$ cat config.mk
export PLATFORM = sky130hd
export DESIGN_NAME = abd_exp_step
export DESIGN_NICKNAME = d
export VERILOG_FILES = /design/src/design/abd_pkg.sv /design/src/design/abd_exp_step.sv
export SDC_FILE = /design/constraint.sdc
export NUM_CORES = 2
export LEC_CHECK = 0
export ABC_CLOCK_PERIOD_IN_PS = 9400
export BUFFER_PORTS_ARGS = -buffer_cell sky130_fd_sc_hd__buf_2
export CAP_MARGIN = 10
export CORE_MARGIN = 2
export CORE_UTILIZATION = 49
export DETAILED_ROUTE_END_ITERATION = 10
export PLACE_DENSITY = 0.76
export SYNTH_ARGS = -nofsm -noshare
export SYNTH_HDL_FRONTEND = slang
export SYNTH_SLANG_ARGS = --single-unit
$ cat constraint.sdc
create_clock -name clk_i -period 9.4 [get_ports clk_i]
set_clock_uncertainty 0.1 [all_clocks]
set_input_delay 1.41 -clock clk_i [delete_from_list [all_inputs] [get_ports clk_i]]
set_output_delay 1.41 -clock clk_i [all_outputs]
set_load 0.05 [all_outputs]
$ cat src/design/abd_pkg.sv
// ----------------------------------------------------------------------------
// abd_pkg
// Shared constants and types for the anchor box decoder: fixed-point
// constants, register indexes and the side-band record of the pipeline.
// ----------------------------------------------------------------------------
`default_nettype none

package abd_pkg;

  // Register indexes of the configuration port
  localparam int unsigned CfgIdxW = 8;
  localparam logic [CfgIdxW-1:0] CFG_VAR_X = 8'd0;
  localparam logic [CfgIdxW-1:0] CFG_VAR_Y = 8'd1;
  localparam logic [CfgIdxW-1:0] CFG_VAR_W = 8'd2;
  localparam logic [CfgIdxW-1:0] CFG_VAR_H = 8'd3;

  // Variance reset values, unsigned Q2.14
  localparam logic [15:0] VAR_XY_RST = 16'd1638;
  localparam logic [15:0] VAR_WH_RST = 16'd3277;

  // Fixed-point constants
  localparam logic [30:0] LOG2E_Q30 = 31'd1549082005;
  localparam logic [29:0] LN2_Q30   = 30'd744261118;
  localparam logic [31:0] ONE_Q30   = 32'd1073741824;
  localparam logic [30:0] HALF_CAP  = 31'd1073741824;

  // Horner evaluation of exp(u): degree and stages per term
  localparam int unsigned HornerTerms = 8;
  localparam int unsigned StepLat     = 3;
  localparam int unsigned HornerLat   = HornerTerms * StepLat;

  // Widths of internal values
  localparam int unsigned UW = 30;  // u, Q30 fraction of ln2
  localparam int unsigned PW = 32;  // Horner accumulator, Q30

  // Side-band data that rides along the exponent pipeline
  typedef struct packed {
    logic signed [32:0] cx;
    logic signed [32:0] cy;
    logic signed [7:0]  kw;
    logic signed [7:0]  kh;
    logic [23:0]        aw;
    logic [23:0]        ah;
  } side_t;

  // Saturated corner and its clip flag
  typedef struct packed {
    logic [24:0] val;
    logic        clip;
  } corner_t;

endpackage : abd_pkg

`default_nettype wire

$ cat src/design/abd_exp_step.sv
// ----------------------------------------------------------------------------
// abd_exp_step
// One Horner term of the exp series: p_o = 1 + floor(round(u*p / 2^30) / N),
// in three register stages (multiply, round and reciprocal, correction).
// ----------------------------------------------------------------------------
`default_nettype none

module abd_exp_step
  import abd_pkg::*;
#(
  parameter int unsigned N = 1
) (
  input  wire logic          clk_i,
  input  wire logic [UW-1:0] u_i,
  input  wire logic [PW-1:0] p_i,
  output logic      [UW-1:0] u_o,
  output logic      [PW-1:0] p_o
);

  localparam bit          IsPow2 = ((N & (N - 1)) == 0);
  localparam int unsigned Sh     = $clog2(N);
  localparam int unsigned RecipS = 34;
  localparam logic [33:0] Recip  = 34'((64'd1 << RecipS) / N);
  localparam logic [2:0]  NDiv   = 3'(N);

  logic [UW+PW-1:0] prod_q;
  logic [UW-1:0]    u_a_q, u_b_q, u_c_q;
  logic [PW-1:0]    q_d, q_q;
  logic [PW-1:0]    t;
  logic [PW-1:0]    p_q;

  // Stage a: u * p
  always_ff @(posedge clk_i) begin
    prod_q <= {{PW{1'b0}}, u_i} * {{UW{1'b0}}, p_i};
    u_a_q  <= u_i;
  end

  // Stage b: round back to Q30
  assign q_d = PW'((prod_q + (UW+PW)'(64'd1 << 29)) >> 30);

  always_ff @(posedge clk_i) begin
    q_q   <= q_d;
    u_b_q <= u_a_q;
  end

  // Stage c: quotient by N, then add one
  if (IsPow2) begin : g_shift
    assign t = q_q >> Sh;
  end else begin : g_recip
    logic [PW+33:0] tprod_q;
    logic [PW-1:0]  t0;
    logic [PW+2:0]  rem;

    // reciprocal product formed alongside q in stage b
    always_ff @(posedge clk_i) begin
      tprod_q <= {34'b0, q_d} * {{PW{1'b0}}, Recip};
    end

    // estimate is low by at most one
    assign t0  = tprod_q[PW+33:RecipS];
    assign rem = {3'b0, q_q} - ({3'b0, t0} * {{PW{1'b0}}, NDiv});
    assign t   = (rem >= (PW+3)'(NDiv)) ? t0 + 1'b1 : t0;
  end

  always_ff @(posedge clk_i) begin
    p_q   <= ONE_Q30 + t;
    u_c_q <= u_b_q;
  end

  assign p_o = p_q;
  assign u_o = u_c_q;

endmodule : abd_exp_step

`default_nettype wire

# Word-level counts from Yosys, hierarchy flattened
# Index checks and enable logic that the tools add are counted.
[word_totals] register_bits=216 latch_bits=0 mem_bits_rw=0 rom_bits=0 input_bits=63 output_inout_bits=62 mem_count=0
[classes] n_addsub=2 n_mul=1 div_mod_pow=0 n_lt_le_gt_ge=0 n_eq_ne=0 n_shift=0 muxes=0 bitwise=0 n_reduce_logical=0
[ops] cell="62-bit by 30-bit adder with 62-bit output, second input constant" n=1
[ops] cell="30-bit by 32-bit multiplier with 62-bit output" n=1
[ops] cell="31-bit by 32-bit adder with 32-bit output, first input constant" n=1

# Longest topological paths before layout
[logic_depth] word_depth=1 depth_mapped=26 ltp_nobuf=24

# Worst setup path after synthesis
# Ideal clock, no wire load.
[synth_timing] path_kind="input -> register" startpoint="input port p_i[13]" endpoint="register prod_q[60]" setup_time_ns=0.121 t_arrival_ns=7.855 t_required_ns=9.179 slack_ns=1.324 stages=24 path_cell_list="clkbuf_1 -> and2_1 -> fa_1 -> fa_1 -> fa_1 -> inv_1 -> fa_1 -> inv_1 -> fa_1 -> inv_1 -> fa_1 -> inv_1 -> fa_1 -> fa_1 -> ha_1 -> buf_2 -> a21oi_1 -> o211ai_1 -> a211oi_1 -> a2111oi_4 -> o311ai_1 -> a41o_1 -> o21bai_2 -> xor2_1"
[synth_via] elab_chain_cells=1
[synth_lines] item="start, declared" line="abd_exp_step.sv:15" text="input wire logic [PW-1:0] p_i,"
[synth_lines] item="30-bit by 32-bit multiplier with 62-bit output" line="abd_exp_step.sv:34" text="prod_q <= {{PW{1'b0}}, u_i} * {{UW{1'b0}}, p_i};"
[synth_lines] item="end signal, assigned" line="abd_exp_step.sv:34"
[synth_lines] item="end, declared" line="abd_exp_step.sv:26" text="logic [UW+PW-1:0] prod_q;"
# No other way between the ends.

# Final worst setup path
[layout_timing] startpoint="input port u_i[7]" endpoint="register prod_q[54]"
[layout_via] elab_chain_cells=1
[layout_lines] item="start, declared" line="abd_exp_step.sv:14" text="input wire logic [UW-1:0] u_i,"
[layout_lines] item="30-bit by 32-bit multiplier with 62-bit output" line="abd_exp_step.sv:34"
# No other way between the ends.

==> impl_results.md <==
- Busiest layer in global routing: met2
- Setup TNS: 0 ps
- Mux contribution to synthesized area: 0
- WL per Instance: 18.71 um
- Clock Root Buffer: clkbuf_16
- Overall routing resource usage: 0.2513
- Net count after synthesis: 4893
- Floorplan row count: 98
- Synth Warn #: 0
- Postcts setup bufs: 0
- Residual DRC count: 0
- Post-detail-place hpwl: 71.12 mm
- First-pass GRT wire length: 144.0 mm
- Area delta synth->final: 5.932%
- # nets final: 4886
- IO Count: 125
- GRT overflow: 0
- EDFF count, synth: 0
- Met2 Track Usage GR: 0.4397
- Initial antenna violation count: 2
- Sequential area share after synthesis: 0.1060
- Worst Tran Pin Value: 825.7 ps
- FF+latch count, synth: 187
- Final worst path period need: 8898 ps
- RSZ-0062 raised after global routing: false
- Xor/xnor share of the synthesized area: 0.01662
- Hold-fix buffers, CTS: 0
- Synthesized instance count: 3747
- Critical path fanouts, max: 21
- Achievable clock frequency: 112.4 MHz
- Crit start category: input port
- Hold Crit Start: u_b_q[19]
- Core footprint: 71360 um2
- DRT antenna net count: 0
- Post-Syn Area: 35310 um2
- Syn avg cell area: 9.424 um2
- WS Path Type: input port to flip-flop
- Post-synth cell types: 52
- Reg2reg start: prod_q[42]
- Setup crit end kind: flip-flop
- Max-slew violations: 0
- Latest clock arrival within the worst-skew pair: 510 ps
- Initial Utilization: 0.4948
- CTS resizes: 0
- CP Data Required Time: 9650 ps
- RePlAce Congestion: 0.9036
- Layout cells sized above 1: 0.05702
- CTS Buffer Depth: 2
- Complex-gate fraction of the synthesized area: 0.03129
- Die footprint: 74230 um2
- TritonRoute pass-1 iters: 5
- Synth Area in Simple Gates: 0.1708
- Max-Cap Viols: 0
- Adder-Cell Fraction of Synth Area: 0.5613
- CTS tree: yes
- Vias after detailed routing: 24979
- Slew margin rel.: 0.4495
- Fill count: 6402
- Dpl cells: 4671
- Setup crit start: u_i[7]
- Number of vias per cell: 5.310
- Iteration-0 DRC Markers: 1393
- Fin cells: 4704
- IO Port Bufs: 124
- Die X: 272.4 um
- WP data arrival: 9150 ps
- Largest family of logic cells by synthesized area: adder cells
- CTS H-Tree Depth: 4
- Clk slew on worst S/H paths: 100 ps
- Die height: 272.4 um
- Met3 Track Usage GR: 0.04434
- Largest net degree at the start of global routing: 34
- CTS sink count: 187
- GRT met1 Usage: 0.2919
- Vias in the first global route: 27537
- Synth async-reset ratio: 0
- TritonCTS Buffers: 17
- Worst Hold Class: flip-flop to flip-flop
- Total Wirelength: 88.03 mm
- Ys flop type: dfxtp_1
- Status: complete, no violations
- Period utilization: 0.9466
- Setup-failing EPs final: 0
- Final Hold Viols: 0
[cells in the final DEF (no fill, tap or decap), types with 45 or more instances in the layout]
master	Yosys	final
a21oi_1	68	68
ha_1	248	248
xnor2_1	45	45
nand2_1	440	440
and2_1	585	585
buf_2	1	124
buf_4	0	51
dfxtp_1	187	187
fa_1	835	835
inv_1	871	871
[sequential cells by signal, summed over array words and instances, names as in the netlist]
| name | flops |
|---|---|
| q_q | 32 |
| p_o | 32 |
| u_b_q | 30 |
| u_o | 30 |
| u_a_q | 30 |
| prod_q | 33 |
[per-stage QoR]
stage,worst slack [ps],hold WS [ps],utilization,instance area [um2]
5_1_grt,208.9,218.7,0.5241,37400
3_5_place_dp,126.1,212.1,0.5149,36750
6_report,501.6,205.7,0.5242,37410
2_1_floorplan,1324,209.6,-,35310
3_3_place_gp,137.5,209.8,0.5149,36750
4_1_cts,639.3,208.4,0.5241,37400
[critical path: stages]
cell and delay, ps:
buf_2 450, buf_4 320, and2_1 190, fa_1 480
fa_1 560, inv_1 70, fa_1 480, fa_1 540
inv_1 50, fa_1 490, fa_1 500, fa_1 490
inv_1 50, fa_1 480, inv_1 40, ha_1 350
a21oi_1 290, a21boi_0 150, a311oi_1 390, nand3b_1 200
a41oi_1 310, buf_4 220, nor3_1 90, a2111oi_0 410
a311oi_1 110
[metal layers]
layer  share of wire  vias up  wire length [um]
met5        0.000091        -                 8
met4           0.062        2              5468
met3           0.064      321              5630
met2            0.52     1002             45420
met1            0.36    12842             31510
li1                -    10812                 -
[synth_stat cells, types with 4 or more instances]
master / number / area [um2]
inv_1: 871 / 3269
fa_1: 835 / 16720
and2_1: 585 / 3660
nand2_1: 440 / 1652
ha_1: 248 / 3103
clkbuf_1: 200 / 750.7
dfxtp_1: 187 / 3744
a21oi_1: 68 / 340.3
xnor2_1: 45 / 394.1
nor2_1: 40 / 150.1
o21ai_0: 31 / 155.2
nand4_1: 27 / 168.9
nand3_1: 22 / 110.1
xor2_1: 22 / 192.7
nor3_1: 16 / 80.08
and3_1: 13 / 81.33
a21o_1: 10 / 75.07
o21a_1: 8 / 60.06
o21bai_1: 7 / 52.55
o211ai_1: 6 / 45.04
a31oi_1: 5 / 31.28
nor2b_1: 5 / 31.28
nand2b_1: 4 / 25.02
o21ai_1: 4 / 20.02
[area by class of cell]
cell class,count,area [um2],area share
Multi-Input combinational cell,2488,27540,0.7363
Antenna cell,1,2.502,0.00006690
Inverter,871,3269,0.08740
Clock buffer,17,425.4,0.01137
Tap cell,950,1189,0.03178
Timing Repair Buffer,175,1003,0.02683
Sequential cell,187,3744,0.1001
Clock inverter,15,230.2,0.006155
[path summary, 6_finish.rpt]
path           endpoint  slack (ps)  depth (start not counted)
max          prod_q[54]         500                         25
min             u_o[19]         210                          0
max reg2reg     q_q[31]        7210                          6
min reg2reg     u_o[19]         210                          0
[cell families after synthesis]
logic type	count (synthesis)
fa+ha+maj	1083
xor+xnor	67
buf+inv	1072
simple gates	1163
compound gates	175
flops	187
Power is left out: the tool's default activity adds up to more than one toggle a clock period on the data nets, which glitch-free logic cannot reach.
